File: src/sv/pld_pkg.sv
// Package: shared types and constants of the posting list decoder.
package pld_pkg;

  localparam logic [31:0] END_DOC = 32'd2147483647;

  localparam logic [1:0] STATUS_RANGE = 2'd0;
  localparam logic [1:0] STATUS_END   = 2'd1;
  localparam logic [1:0] STATUS_BAD   = 2'd2;

  localparam int unsigned LOW_BITS = 5;

  typedef struct packed {
    logic [7:0] data_byte;
    logic       block_start;
    logic       list_start;
  } pld_in_t;

  typedef struct packed {
    logic [31:0] doc_first;
    logic [31:0] doc_last;
    logic [29:0] within_doc_freq;
    logic [1:0]  status;
  } pld_out_t;

  typedef enum logic [1:0] {
    PH_CODE,
    PH_DELTA1,
    PH_DELTA2
  } pld_phase_e;

  typedef enum logic [2:0] {
    TOK_SINGLE,  // first delta of an even code: one-document range
    TOK_FIRST,   // first delta of an odd code: range start only
    TOK_SECOND,  // second delta: range end
    TOK_END,     // terminator
    TOK_BAD      // malformed code word
  } pld_op_e;

  typedef struct packed {
    pld_op_e     op;
    logic        clr;   // list restarted since the previous token
    logic [31:0] val;
    logic [29:0] wdf;
  } pld_tok_t;

endpackage

File: src/sv/pld_front.sv
// Front end: integer assembly, code word classification, skip and end handling.
module pld_front (
  input  logic             clk_i,
  input  logic             rst_ni,
  input  logic             take_i,
  input  pld_pkg::pld_in_t in_data_i,
  output logic             tok_wr_o,
  output pld_pkg::pld_tok_t tok_o
);
  import pld_pkg::*;

  pld_phase_e  phase_q, phase_d;
  logic [2:0]  ebl_q, ebl_d;
  logic [31:0] acc_q, acc_d;
  logic [31:0] code_q, code_d;
  logic        skip_q, skip_d;
  logic        done_q, done_d;
  logic        clr_q, clr_d;

  // state as seen by this byte, after list restart and skip release
  pld_phase_e  ph_cur;
  logic [2:0]  ebl_cur;
  logic [31:0] acc_cur;
  logic [31:0] code_cur;
  logic        skip_cur;
  logic        done_cur;
  logic        live;

  logic        int_done;
  logic [31:0] val;
  logic [31:0] acc_new;
  logic [2:0]  ebl_new;
  logic [30:0] wdf_full;
  logic        lst, blk;
  logic [7:0]  b;

  assign lst = in_data_i.list_start;
  assign blk = in_data_i.block_start;
  assign b   = in_data_i.data_byte;

  // byte assembler
  always_comb begin
    ph_cur   = lst ? PH_CODE : phase_q;
    ebl_cur  = lst ? 3'd0 : ebl_q;
    acc_cur  = lst ? 32'd0 : acc_q;
    code_cur = lst ? 32'd0 : code_q;
    skip_cur = lst ? 1'b0 : skip_q;
    done_cur = lst ? 1'b0 : done_q;
    live     = !done_cur && (!skip_cur || blk);
    if (!done_cur && skip_cur && blk) begin
      skip_cur = 1'b0;
      ph_cur   = PH_CODE;
      ebl_cur  = 3'd0;
    end
    int_done = 1'b0;
    val      = 32'd0;
    acc_new  = acc_cur;
    ebl_new  = ebl_cur;
    if (ebl_cur != 3'd0) begin
      acc_new  = {acc_cur[23:0], b};
      ebl_new  = ebl_cur - 3'd1;
      int_done = (ebl_new == 3'd0);
      val      = acc_new;
    end else if (!b[7]) begin
      int_done = 1'b1;
      val      = {24'd0, b};
    end else begin
      acc_new = {27'd0, b[LOW_BITS-1:0]};
      ebl_new = b[7:LOW_BITS] - 3'd3;
    end
  end

  // field phase next state
  always_comb begin
    phase_d = phase_q;
    if (take_i) begin
      phase_d = ph_cur;
      if (live && int_done) begin
        case (ph_cur)
          PH_DELTA1: phase_d = code_cur[0] ? PH_DELTA2 : PH_CODE;
          PH_DELTA2: phase_d = PH_CODE;
          default:   phase_d = (val[31:3] != 29'd0) ? PH_DELTA1 : PH_CODE;
        endcase
      end
    end
  end

  assign wdf_full = code_cur[31:1] - 31'd4;

  // token issue and remaining state
  always_comb begin
    tok_wr_o     = 1'b0;
    tok_o.op     = TOK_BAD;
    tok_o.clr    = lst || clr_q;
    tok_o.val    = val;
    tok_o.wdf    = wdf_full[29:0];
    ebl_d        = ebl_q;
    acc_d        = acc_q;
    code_d       = code_q;
    skip_d       = skip_q;
    done_d       = done_q;
    clr_d        = clr_q;
    if (take_i) begin
      ebl_d  = ebl_cur;
      acc_d  = acc_cur;
      code_d = code_cur;
      skip_d = skip_cur;
      done_d = done_cur;
      if (live) begin
        ebl_d = ebl_new;
        acc_d = acc_new;
        if (int_done) begin
          case (ph_cur)
            PH_DELTA1: begin
              tok_wr_o = 1'b1;
              tok_o.op = code_cur[0] ? TOK_FIRST : TOK_SINGLE;
            end
            PH_DELTA2: begin
              tok_wr_o = 1'b1;
              tok_o.op = TOK_SECOND;
            end
            default: begin
              if (val == 32'd0) begin
                tok_wr_o = 1'b1;
                tok_o.op = TOK_END;
                done_d   = 1'b1;
              end else if (val == 32'd2) begin
                skip_d = 1'b1;
              end else if (val == 32'd3) begin
                // no-op code word
              end else if (val[31:3] == 29'd0) begin
                tok_wr_o = 1'b1;
                tok_o.op = TOK_BAD;
              end else begin
                code_d = val;
              end
            end
          endcase
        end
      end
      clr_d = (lst || clr_q) && !tok_wr_o;
    end
  end

  always_ff @(posedge clk_i or negedge rst_ni) begin
    if (!rst_ni) begin
      phase_q <= PH_CODE;
      ebl_q   <= 3'd0;
      acc_q   <= 32'd0;
      code_q  <= 32'd0;
      skip_q  <= 1'b0;
      done_q  <= 1'b0;
      clr_q   <= 1'b0;
    end else begin
      phase_q <= phase_d;
      ebl_q   <= ebl_d;
      acc_q   <= acc_d;
      code_q  <= code_d;
      skip_q  <= skip_d;
      done_q  <= done_d;
      clr_q   <= clr_d;
    end
  end

  // an integer is never still owed extra bytes while waiting for a block start
  a_skip_idle: assert property (@(posedge clk_i) disable iff (!rst_ni)
    skip_q |-> (phase_q == PH_CODE && ebl_q == 3'd0))
    else $error("pld_front: skip with integer in progress");

  // terminator always leaves the assembler at a code word boundary
  a_done_idle: assert property (@(posedge clk_i) disable iff (!rst_ni)
    done_q |-> (phase_q == PH_CODE && ebl_q == 3'd0 && !skip_q))
    else $error("pld_front: list done with decode in progress");

  // extra byte count never exceeds four
  a_ebl_range: assert property (@(posedge clk_i) disable iff (!rst_ni)
    ebl_q <= 3'd4)
    else $error("pld_front: extra byte count out of range");

endmodule

File: src/sv/pld_fifo.sv
// Two-entry token queue between the front end and the back end.
module pld_fifo (
  input  logic              clk_i,
  input  logic              rst_ni,
  input  logic              wr_i,
  input  pld_pkg::pld_tok_t wr_data_i,
  output logic              full_o,
  input  logic              rd_i,
  output pld_pkg::pld_tok_t rd_data_o,
  output logic              empty_o
);
  import pld_pkg::*;

  pld_tok_t   mem_q [2];
  logic       wr_ptr_q, wr_ptr_d;
  logic       rd_ptr_q, rd_ptr_d;
  logic [1:0] cnt_q, cnt_d;
  logic       wr_en, rd_en;

  assign full_o    = (cnt_q == 2'd2);
  assign empty_o   = (cnt_q == 2'd0);
  assign wr_en     = wr_i && !full_o;
  assign rd_en     = rd_i && !empty_o;
  assign rd_data_o = mem_q[rd_ptr_q];

  always_comb begin
    wr_ptr_d = wr_en ? !wr_ptr_q : wr_ptr_q;
    rd_ptr_d = rd_en ? !rd_ptr_q : rd_ptr_q;
    cnt_d    = cnt_q + {1'b0, wr_en} - {1'b0, rd_en};
  end

  always_ff @(posedge clk_i) begin
    if (wr_en) begin
      mem_q[wr_ptr_q] <= wr_data_i;
    end
  end

  always_ff @(posedge clk_i or negedge rst_ni) begin
    if (!rst_ni) begin
      wr_ptr_q <= 1'b0;
      rd_ptr_q <= 1'b0;
      cnt_q    <= 2'd0;
    end else begin
      wr_ptr_q <= wr_ptr_d;
      rd_ptr_q <= rd_ptr_d;
      cnt_q    <= cnt_d;
    end
  end

  a_cnt_range: assert property (@(posedge clk_i) disable iff (!rst_ni)
    cnt_q != 2'd3)
    else $error("pld_fifo: count overflow");

  a_ptr_match: assert property (@(posedge clk_i) disable iff (!rst_ni)
    (cnt_q == 2'd0 || cnt_q == 2'd2) |-> (wr_ptr_q == rd_ptr_q))
    else $error("pld_fifo: pointers disagree with count");

  a_no_drop: assert property (@(posedge clk_i) disable iff (!rst_ni)
    wr_i |-> !full_o)
    else $error("pld_fifo: write while full");

endmodule

File: src/sv/pld_back.sv
// Back end: delta accumulation and result register.
module pld_back (
  input  logic              clk_i,
  input  logic              rst_ni,
  input  logic              tok_valid_i,
  input  pld_pkg::pld_tok_t tok_i,
  output logic              tok_rd_o,
  output logic              empty_o,
  input  logic              pop_i,
  output pld_pkg::pld_out_t out_data_o
);
  import pld_pkg::*;

  logic [31:0] prev_end_q, prev_end_d;
  logic [31:0] range_first_q, range_first_d;
  pld_out_t    out_q, out_d;
  logic        out_valid_q, out_valid_d;
  logic        out_free;
  logic [31:0] base, add_a, sum;

  assign out_free = !out_valid_q || pop_i;
  // a range start token produces nothing, so it never waits on the output
  assign tok_rd_o = tok_valid_i && (out_free || tok_i.op == TOK_FIRST);

  assign base  = tok_i.clr ? 32'd0 : prev_end_q;
  assign add_a = (tok_i.op == TOK_SECOND) ? range_first_q : base;
  assign sum   = add_a + tok_i.val;

  always_comb begin
    prev_end_d    = prev_end_q;
    range_first_d = range_first_q;
    out_d         = out_q;
    out_valid_d   = out_valid_q && !pop_i;
    if (tok_rd_o) begin
      prev_end_d = base;
      case (tok_i.op)
        TOK_SINGLE: begin
          prev_end_d    = sum;
          range_first_d = sum;
          out_d         = '{doc_first: sum, doc_last: sum,
                            within_doc_freq: tok_i.wdf, status: STATUS_RANGE};
          out_valid_d   = 1'b1;
        end
        TOK_FIRST: begin
          range_first_d = sum;
        end
        TOK_SECOND: begin
          prev_end_d  = sum;
          out_d       = '{doc_first: range_first_q, doc_last: sum,
                          within_doc_freq: tok_i.wdf, status: STATUS_RANGE};
          out_valid_d = 1'b1;
        end
        TOK_END: begin
          out_d       = '{doc_first: END_DOC, doc_last: END_DOC,
                          within_doc_freq: 30'd0, status: STATUS_END};
          out_valid_d = 1'b1;
        end
        default: begin
          out_d       = '{doc_first: 32'd0, doc_last: 32'd0,
                          within_doc_freq: 30'd0, status: STATUS_BAD};
          out_valid_d = 1'b1;
        end
      endcase
    end
  end

  always_ff @(posedge clk_i) begin
    out_q <= out_d;
  end

  always_ff @(posedge clk_i or negedge rst_ni) begin
    if (!rst_ni) begin
      prev_end_q    <= 32'd0;
      range_first_q <= 32'd0;
      out_valid_q   <= 1'b0;
    end else begin
      prev_end_q    <= prev_end_d;
      range_first_q <= range_first_d;
      out_valid_q   <= out_valid_d;
    end
  end

  assign empty_o    = !out_valid_q;
  assign out_data_o = out_q;

  a_end_fields: assert property (@(posedge clk_i) disable iff (!rst_ni)
    (out_valid_q && out_q.status == STATUS_END) |->
      (out_q.doc_first == END_DOC && out_q.doc_last == END_DOC &&
       out_q.within_doc_freq == 30'd0))
    else $error("pld_back: bad end-of-list fields");

  a_bad_fields: assert property (@(posedge clk_i) disable iff (!rst_ni)
    (out_valid_q && out_q.status == STATUS_BAD) |->
      (out_q.doc_first == 32'd0 && out_q.doc_last == 32'd0 &&
       out_q.within_doc_freq == 30'd0))
    else $error("pld_back: bad malformed-code fields");

  a_range_end: assert property (@(posedge clk_i) disable iff (!rst_ni)
    (tok_rd_o && tok_i.op != TOK_FIRST) |=> (out_valid_q && prev_end_q ==
      ((out_q.status == STATUS_RANGE) ? out_q.doc_last : $past(base))))
    else $error("pld_back: previous end not tracked");

endmodule

File: src/sv/posting_list_decoder.sv
// Top level: delta-coded posting list decoder.
//
// Input channel: one stream byte per transfer with its block_start and
// list_start flags; a transfer happens when push is high and full is low.
// Result channel: one decoded posting range, end-of-list marker or
// malformed-code report; the oldest result sits on out_data_o while empty
// is low and leaves on a cycle with pop high.
// The front end assembles variable-length integers and classifies code
// words; a two-entry token queue feeds the back end, which adds the deltas
// (one 32-bit adder) and holds the result register.
// Throughput: one byte per cycle while full is low. A byte that completes a
// result writes a token into the queue; the back end reads it from there
// into the result register once that register is free. If pop stays low,
// the result register fills first; the queue then takes two more tokens (a
// range start token counts once it waits behind a stalled result) and full
// rises. Bytes that make no token keep flowing until then.
// Reset clears all decode state and empties queue and result register;
// the block takes bytes in the first cycle after reset.
module posting_list_decoder (
  input  logic              clk_i,
  input  logic              rst_ni,
  input  logic              push,
  output logic              full,
  input  pld_pkg::pld_in_t  in_data_i,
  output logic              empty,
  input  logic              pop,
  output pld_pkg::pld_out_t out_data_o
);
  import pld_pkg::*;

  logic     take;
  logic     tok_wr;
  pld_tok_t tok_wr_data;
  logic     tok_rd;
  pld_tok_t tok_rd_data;
  logic     tok_empty;

  assign take = push && !full;

  pld_front u_front (
    .clk_i     (clk_i),
    .rst_ni    (rst_ni),
    .take_i    (take),
    .in_data_i (in_data_i),
    .tok_wr_o  (tok_wr),
    .tok_o     (tok_wr_data)
  );

  pld_fifo u_fifo (
    .clk_i     (clk_i),
    .rst_ni    (rst_ni),
    .wr_i      (tok_wr),
    .wr_data_i (tok_wr_data),
    .full_o    (full),
    .rd_i      (tok_rd),
    .rd_data_o (tok_rd_data),
    .empty_o   (tok_empty)
  );

  pld_back u_back (
    .clk_i       (clk_i),
    .rst_ni      (rst_ni),
    .tok_valid_i (!tok_empty),
    .tok_i       (tok_rd_data),
    .tok_rd_o    (tok_rd),
    .empty_o     (empty),
    .pop_i       (pop),
    .out_data_o  (out_data_o)
  );

endmodule
File: config.mk
export PLATFORM = sky130hd
export DESIGN_NAME = posting_list_decoder
export DESIGN_NICKNAME = d
export VERILOG_FILES = /design/src/sv/pld_pkg.sv /design/src/sv/pld_front.sv /design/src/sv/pld_fifo.sv /design/src/sv/pld_back.sv /design/src/sv/posting_list_decoder.sv
export SDC_FILE = /design/constraint.sdc
export NUM_CORES = 1
export LEC_CHECK = 0
export ABC_AREA = 1
export BUFFER_PORTS_ARGS = -buffer_cell sky130_fd_sc_hd__buf_2
export CELL_PAD_IN_SITES_DETAIL_PLACEMENT = 0
export CELL_PAD_IN_SITES_GLOBAL_PLACEMENT = 1
export CORE_UTILIZATION = 40
export DETAILED_ROUTE_END_ITERATION = 6
export PLACE_DENSITY = 0.72
export REMOVE_ABC_BUFFERS = 1
export SYNTH_ARGS = -nofsm -noshare
export SYNTH_HDL_FRONTEND = slang
export SYNTH_SLANG_ARGS = --single-unit
File: constraint.sdc
create_clock -name clk_i -period 13 [get_ports clk_i]
set_input_delay 1.3 -clock clk_i [delete_from_list [all_inputs] [get_ports clk_i]]
set_output_delay 1.3 -clock clk_i [all_outputs]
set_load 0.05 [all_outputs]
* Yosys cells after proc, flatten, opt, wreduce, memory -nomap -nowiden
Memories as Yosys holds them, arrays and structs flattened.
Cells that the tools add are included.
Widths: inputs -> output; s select.
** Storage, ports and cells
- Input port bits :: 14
- Bits in writable memories :: 132
- Register bits :: 237
- Memories kept :: 1
- Output and inout bits :: 98
** Operators by class
- Add/subtract/negate cells :: 6
- Bitwise operators :: 1
- Equal/unequal tests :: 8
- Reductions and logical operators :: 35
- Muxes and demuxes :: 62
** Memory list
- u_fifo.mem_q :: words 2, bits a word 66, rd ports 1, clocked after Yosys merged registers in 0, write ports 1, line pld_fifo.sv:14 : pld_tok_t mem_q [2];
** Operator list (number)
- $mux 32 :: 16
- $pmux 96 s4 :: 1
- $eq 32x2->1 const B :: 2
- $add 32x32->32 :: 1
- $logic_not 32->1 :: 1
- $sub 30x3->30 const B :: 1
- $logic_not 29->1 :: 1
- $mux 1 :: 29
- $reduce_bool 29->1 :: 1
- $mux 3 :: 9
- $logic_and 1x1->1 :: 10
- $logic_not 1->1 :: 9
- $mux 2 :: 4
- $mux 7 :: 1
- $eq 3x2->1 const B :: 2
- $logic_not 3->1 :: 2
- $pmux 3 s2 :: 1
- $reduce_or 2->1 :: 3
- $eq 2x2->1 const B :: 2
- $logic_or 1x1->1 :: 4
- $pmux 2 s2 :: 1
- $reduce_and 2->1 :: 2
- $eq 3x1->1 const B :: 1
- $reduce_bool 3->1 :: 1
- other kinds (7) :: 7

* Logic depth before layout (Yosys ltp)
Gate-level depths: netlist of run 1.
- Depth in word-level cells :: 20
- Depth in mapped cells :: 23
- Mapped depth without buffers :: 21

* By module
From an unflattened synthesis of run 1, not the netlist that was laid out.
** Unflattened totals
- Cell total of the unflattened synthesis :: 2330
- Area total of the unflattened synthesis :: 19058.3 um2
** Modules (own cells, without submodules)
- pld_back :: instances 1, seq. area each 4509.3 um2, area an instance 9237.6 um2, cells an instance 1207
- pld_fifo :: instances 1, seq. area each 4063.9 um2, area an instance 5052.3 um2, cells an instance 379
- pld_front :: instances 1, seq. area each 1576.5 um2, area an instance 4754.6 um2, cells an instance 741
- posting_list_decoder :: instances 1, seq. area each 0.0 um2, area an instance 13.8 um2, cells an instance 3

* Worst setup path after synthesis of run 1
OpenSTA, ideal clock, no wires.
- Path type :: input -> register
- Start :: in in_data_i[0] (netlist bit)
- End :: mem u_fifo.mem_q[1][0] (netlist bit) (enable)
- Arrival time :: 6.283 ns
- Setup time :: 0.492 ns
- Slack :: 6.225 ns
- Stages on the path :: 19
- Cell sequence :: buf_6 inv_8 buf_12 buf_6 nand2_1 inv_1 nand2_1 ha_1 ha_1 inv_2 buf_4 o21ai_1 nor2_2 inv_1 nor3_2 o21ai_2 nand2_4 inv_2 nor2_1
** On the way
- Longest elaborated chain between the ends :: 20
** RTL lines
- start, declared :: line posting_list_decoder.sv:24 : input pld_pkg::pld_in_t in_data_i,
- $mux 1 :: line pld_front.sv:48 : done_cur = lst ? 1'b0 : done_q;
- $logic_not 1->1 :: line pld_front.sv:49, pld_front.sv:50
- $logic_and 1x1->1 (2 in series) :: line pld_front.sv:50 : if (!done_cur && skip_cur && blk) begin
- $mux 3 :: line pld_front.sv:50
- $reduce_bool 3->1 :: line pld_front.sv:59 : if (ebl_cur != 3'd0) begin
- $mux 32 :: line pld_front.sv:59
- $logic_not 29->1 :: line pld_front.sv:131 : end else if (val[31:3] == 29'd0) begin
- $mux 1 :: line pld_front.sv:131
- [2 not listed]
- $mux 1 :: line pld_front.sv:123 : if (val == 32'd0) begin
- $mux 1 :: line pld_front.sv:113 : case (ph_cur)
- $mux 1 :: line pld_front.sv:112 : if (int_done) begin
- $mux 1 * :: line pld_front.sv:109 : if (live) begin
- $mux 1 * (2 in series) :: line pld_front.sv:103 : if (take_i) begin
- $logic_and 1x1->1 * :: line pld_fifo.sv:22 : assign wr_en = wr_i && !full_o;
- $mux 1 * :: line pld_fifo.sv:33 : if (wr_en) begin
- $mux 1 (not written as such) * :: line pld_fifo.sv:34 : mem_q[wr_ptr_q] <= wr_data_i;
- end, declared :: line pld_fifo.sv:14
Every way passes the cells marked *; elsewhere a longest branch is shown, timed or not. The select of a mux whose other input is x is not followed.

==> flow_summary.json, run 1 <==
{
  "start_util_pct": 40.5,
  "period_minus_slack_ns": 5.34,
  "place_area_mm2": 0.0198,
  "rsz0062_at_grt": "false",
  "vias": 15100,
  "instances_no_fill": 2864,
  "cts_hold_buf": 0,
  "cts_tree": "yes",
  "clock.fmax_mhz": 187,
  "critPathKind": "input port to flip-flop",
  "post_cts_buffers": 0,
  "synth_xor_xnor_area_share_pct": 1.86,
  "grt_usage_pct": 22.3,
  "async_flop_share_pct": 36.7,
  "crit_arrival_ns": 5.53,
  "setup_viol": 0,
  "yosysUniqueCellTypes": 53,
  "tns_ns": 0,
  "min_period_over_period_pct": 41.1,
  "gr-total-overflow": 0,
  "tightest_slew_ns": 0.929,
  "first_iter_violations": 1330,
  "wl_per_cell_um": 18.3,
  "nets": 2282,
  "drt_wl_total_mm": 52.5,
  "hpwl_mm": 36.8,
  "worst_slack_ns": 7.66,
  "first_global_vias": 14600,
  "insertion_delay_ns": 0.56,
  "synth.area.top_cells": "edfxtp_1 (36%), dfrtp_1 (18%), nand2_1 (12%)",
  "nFillCells": 4480,
  "clock_skew_ns": 0.0210,
  "io_buffers": 111,
  "cp-start-kind": "input port",
  "ant_nets": 0,
  "synth_flop_cell": "edfxtp_1",
  "cts.sinks": 360,
  "syn_area_mm2": 0.0189,
  "grt_max_degree": 79,
  "antenna_cells": 0,
  "final_common_cell": "nand2_1",
  "drv_cap": 0,
  "avgViaCountPerCell": 5.27,
  "ctsResizeCount": 0,
  "rows": 79,
  "synth_edf_count": 228,
  "ys_ff_latch": 360,
  "core_mm2": 0.0466,
  "final_cell_mix": "nand2_1 (614), edfxtp_1 (228), nor2_1 (214)",
  "synth_simple_gate_area_share_pct": 26.6,
  "slew_headroom_pct": 37.9,
  "yosysWarnings": 0,
  "postLayoutCellArea_mm2": 0.0212,
  "slew_viol_final": 0,
  "yosysTopAreaCell": "edfxtp_1",
  "areaGrowthSynthToFinish_pct": 12.2,
  "dr.pass1.iters": 5,
  "final-hold-violation-count": 0,
  "muxShareOfSynthArea_pct": 0,
  "dieArea_mm2": 0.0480,
  "h-tree-depth": 2,
  "dp_cells": 2791,
  "synth_top_family_by_area": "simple AND/OR/NAND/NOR gates",
  "grt_pass1_wl_mm": 82.4,
  "synthCells": 2149,
  "clockRootBuffer": "clkbuf_16",
  "synthAdderAreaFrac_pct": 2.83,
  "synth_compound_area_share_pct": 8.32,
  "clock_path_buffers": 3,
  "die_h_um": 219,
  "synth_area_per_cell_um2": 8.77,
  "drc_errors": 0,
  "endpoint_kind": "flip-flop",
  "yosysSeqAreaShare_pct": 53.8,
  "clkTransAtPathRegs_ns": 0.06,
  "drive_gt1_share_pct": 12.6,
  "outcome": "complete, no violations",
  "cp_max_fo": 64,
  "antenna_found_initial": 0,
  "crit_required_ns": 13.19,
  "pre_cts_ws_ns": 7.10,
  "die-width_um": 219,
  "hold_path_class": "flip-flop to flip-flop",
  "io_pins": 112,
  "cts_buffers": 40,
  "gp_congestion": 0.950,
  "yosys.area.top_type_share_pct": 36.3
}
==> metrics by stage <==
step                utilization (%)  hold slack, ns
floorplan                         -           0.449
global placement               42.6           0.462
detailed placement             42.6           0.465
CTS                            45.4           0.481
global route                   45.4           0.497
finish                         45.4           0.481
==> layer usage <==
metal | vias to the layer above | wire (um) | track usage (%)
met3 | 90 | 2630 | 3.49
met5 | - | 0 | 0
met4 | 0 | 1750 | 8.10
li1 | 7337 | - | -
met2 | 409 | 24400 | 35.6
met1 | 7270 | 23800 | 30.7
==> cell usage after synthesis, types with 2 or more instances <==
cell type and count:
edfxtp_1 228, xnor2_1 2, nor2_4 5, clkbuf_1 50
nor2_1 216, nand2_1 614, buf_12 2, o21ai_2 3
buf_6 11, and2_1 10, a31oi_1 35, a22oi_1 4
inv_1 175, ha_1 41, nand3_4 3, nor3_2 3
o21ai_0 76, nand4_4 2, nand3b_1 7, nand3_2 14
o221ai_1 4, nand2_4 6, nand2_2 22, buf_2 17
nor3_1 46, o21ai_1 16, dfrtp_1 132, xor2_1 38
or2_2 2, nand4_1 29, o211ai_1 12, o31ai_1 6
nor2_2 10, a21oi_1 116, nand3_1 148, inv_2 13
o311ai_0 2, buf_1 10, buf_4 5
==> area by class of cell <==
cell class | instances | area [um2] | share of cell area [%]
well taps | 607 | 759 | 3.59
clock buffers | 50 | 1080 | 5.10
multi-input cells | 1504 | 7490 | 35.4
flip-flops and latches | 360 | 10200 | 48.0
inverters | 190 | 723 | 3.42
repair buffers | 130 | 704 | 3.33
clock inverters | 23 | 248 | 1.17
==> kinds of logic (layout without fill, tap and decap cells) <==
| family | count (synthesis) | count (layout) |
|---|---|---|
| AOI/OAI and AO/OA | 282 | 282 |
| xor gates and xnor gates | 40 | 40 |
| adders and majority gates | 42 | 42 |
| buffers and inverters | 285 | 393 |
| DFF | 360 | 360 |
| and+or+nand+nor | 1140 | 1140 |
==> critical path, cell delays in order <==
cell     delay [ns]
buf_2          0.47
inv_8          0.33
nand2_1        0.18
inv_1          0.10
nand2_1        0.09
ha_1           0.20
ha_1           0.31
nand2_2        0.20
inv_1          0.16
nor2_1         0.10
nor2_1         0.16
nand3_1        0.11
nor2_2         0.14
nand2_4        0.21
nand2_2        0.16
nand3_4        0.12
nand2_4        0.12
nand2_1        0.08
inv_2          0.22
buf_4          0.63
==> flip-flops by register name, indices dropped and copies added, names as in the netlist <==
register,flops
u_front.clr_q,1
u_fifo.mem_q,132
u_back.out_valid_q,1
u_back.prev_end_q,32
u_fifo.cnt_q,2
u_front.ebl_q,3
u_front.acc_q,24
u_front.code_q,31
u_back.out_data_o,96
u_front.phase_q,2
u_back.range_first_q,32
u_front.done_q,1
u_fifo.rd_ptr_q,1
u_fifo.wr_ptr_q,1
u_front.skip_q,1
==> path summary, 6_finish.rpt <==
kind                       slack, ns                      from                  endpoint  cells past startpoint
max in group asynchronous      10.89                    rst_ni           u_fifo.rd_ptr_q                      2
hold / removal                  0.48  u_back.range_first_q[31]  u_back.range_first_q[31]                      2
setup / recovery                7.66              in_data_i[0]       u_fifo.mem_q[0][13]                     20
setup reg to reg                8.18           u_fifo.rd_ptr_q     u_back.out_data_o[62]                     18
min in group asynchronous       0.74                    rst_ni      u_back.prev_end_q[7]                      1
hold reg to reg                 0.48  u_back.range_first_q[31]  u_back.range_first_q[31]                      2
Power of run 1 is not shown: default switching activity piles up to over one toggle a cycle in this logic, so the estimate is an artifact.
==> run 2, diff against run 1 <==
--- a/config.mk
+++ b/config.mk
@@ -11,7 +11,7 @@
 export CELL_PAD_IN_SITES_GLOBAL_PLACEMENT = 1
 export CORE_UTILIZATION = 40
 export DETAILED_ROUTE_END_ITERATION = 6
-export PLACE_DENSITY = 0.72
+export PLACE_DENSITY = 0.75
 export REMOVE_ABC_BUFFERS = 1
 export SYNTH_ARGS = -nofsm -noshare
 export SYNTH_HDL_FRONTEND = slang
==> constraint.sdc (replaced) <==
create_clock -name clk_i -period 4.8 [get_ports clk_i]
set_input_delay 0.48 -clock clk_i [delete_from_list [all_inputs] [get_ports clk_i]]
set_output_delay 0.48 -clock clk_i [all_outputs]
set_load 0.05 [all_outputs]
==> run 2 against run 1 <==
  * Non-clock buffer count rose by 15
  * Routed wire length rose by 3.0%
  * Critical endpoint is now u_fifo.mem_q[1][11]
  * Die area did not move
  * Via count rose by 0.37%
  * Register-to-register slack got worse by 7.5 ns
  * Worst setup slack got worse by 7.0 ns
  * Cell count rose by 0.66%
  * Clock-buffer cell count did not move
==> flow_summary.json, run 2 (synthesis gave the netlist of run 1 again) <==
{
  "grt_pass1_wl_mm": 84.3,
  "avgViaCountPerCell": 5.26,
  "hold_path_class": "input port to flip-flop",
  "final-hold-violation-count": 0,
  "rrSetupSlack_ns": 0.69,
  "setup_viol": 0,
  "insertion_delay_ns": 0.59,
  "areaGrowthSynthToFinish_pct": 13.7,
  "drt_wl_total_mm": 54.1,
  "whs_ns": 0.0874,
  "cts.sinks": 360,
  "gr-total-overflow": 0,
  "drive_gt1_share_pct": 13.3,
  "clkTransAtPathRegs_ns": 0.06,
  "grt_max_degree": 72,
  "rows": 79,
  "vias": 15200,
  "nets": 2299,
  "crit_arrival_ns": 4.39,
  "r2r-start": "u_front.done_q",
  "min_from": "pop",
  "first_global_vias": 15000,
  "io_buffers": 111,
  "final_cell_mix": "nand2_1 (614), edfxtp_1 (228), nor2_1 (214)",
  "rsz0062_at_grt": "false",
  "clock_skew_ns": 0.0367,
  "start_util_pct": 40.5,
  "ant_nets": 0,
  "largest_reg_flops": 132,
  "clockRootBuffer": "clkbuf_16",
  "antenna_cells": 0,
  "slew_viol_final": 0,
  "cts_buffers": 42,
  "postLayoutCellArea_mm2": 0.0214,
  "drv_cap": 0,
  "min_to": "u_back.out_valid_q",
  "antenna_found_initial": 0,
  "place_area_mm2": 0.0200,
  "endpoint_kind": "flip-flop",
  "cp_max_fo": 39,
  "io_pins": 112,
  "grt_usage_pct": 22.9,
  "dr.pass1.iters": 7,
  "outcome": "complete, no violations",
  "final_common_cell": "nand2_1",
  "crit_required_ns": 5.08,
  "clock_path_buffers": 3,
  "dieArea_mm2": 0.0480,
  "wl_per_cell_um": 18.8,
  "die_h_um": 219,
  "clock.fmax_mhz": 243,
  "drc_errors": 0,
  "tightest_slew_ns": 0.918,
  "slew_headroom_pct": 38.8,
  "die-width_um": 219,
  "first_iter_violations": 1236,
  "reg2reg_depth": 20,
  "h-tree-depth": 2,
  "cp-start-kind": "flip-flop",
  "gp_congestion": 0.989,
  "hold-path-cell-count": 2,
  "min_period_over_period_pct": 85.7,
  "max_flop_register": "u_fifo.mem_q",
  "cts_tree": "yes",
  "critPathKind": "flip-flop to flip-flop",
  "core_mm2": 0.0466,
  "hpwl_mm": 37.9,
  "tns_ns": 0,
  "post_cts_buffers": 0,
  "r2r-end": "u_fifo.mem_q[1][11]",
  "period_minus_slack_ns": 4.11
}
## run 2: critical path: stages, from the launching register on
cell and delay (ns):
dfrtp_1 0.39, nor2_1 0.13, nand2_1 0.07, nand2_1 0.08
inv_1 0.09, nand2_1 0.09, ha_1 0.19, ha_1 0.21
inv_2 0.25, nand3_1 0.42, nand2_1 0.09, nor2_1 0.12
nand2_1 0.10, nor2_4 0.17, nand2_4 0.22, nand2_2 0.16
nand3_4 0.11, nand2_4 0.15, inv_2 0.05, nor2_4 0.36
buf_12 0.29
## run 2: area by class of cell
type	instances	area, um2
clock buffers	50	1100
clock inverters	27	338
fillers	4498	25100
inverters	190	723
multi-input cells	1504	7490
flip-flops and latches	360	10200
well taps	607	759
repair buffers	145	870
## run 2: layer usage
metal  part of all wire (%)  vias up  global-route usage, %  wire [um]
met5                      0        -                      0          0
met4                    2.6        0                   7.34       1420
met3                    5.1       92                   3.17       2770
met2                     48      406                   38.4      26100
met1                     44     7297                   30.4      23800
li1                       -     7367                      -          -
## run 2: metrics by stage
step / instances / utilization [%] / setup WS [ns]
after floorplan: 2054 / - / -1.12
after global placement: 2805 / 42.9 / 0.462
after detailed placement: 2805 / 42.9 / 0.422
after CTS: 2883 / 46.0 / 0.636
after global routing: 2883 / 46.0 / 0.293
final: 2883 / 46.0 / 0.687
## run 2: worst max-delay path by stage
stage / start / depth (start not counted) / endpoint / slack (ns)
finish: u_front.done_q / 20 / u_fifo.mem_q[1][11] / 0.69
global route: u_front.done_q / 20 / u_fifo.mem_q[1][13] / 0.29
CTS: u_front.done_q / 20 / u_fifo.mem_q[1][11] / 0.64
detailed placement: in_data_i[1] / 22 / u_fifo.mem_q[1][12] / 0.42
global placement: in_data_i[1] / 22 / u_fifo.mem_q[1][13] / 0.46
floorplan: in_data_i[0] / 15 / u_fifo.mem_q[1][0] / -1.12
## run 2: timing repair
action / 4_1_cts / 5_1_grt
hold buffers: 1 / 0
endpoints found under the hold margin: 44 / 0
gates resized for setup: 0 / 0
endpoints found under the setup margin: 0 / 0
Power of run 2 is left out for the same reason.
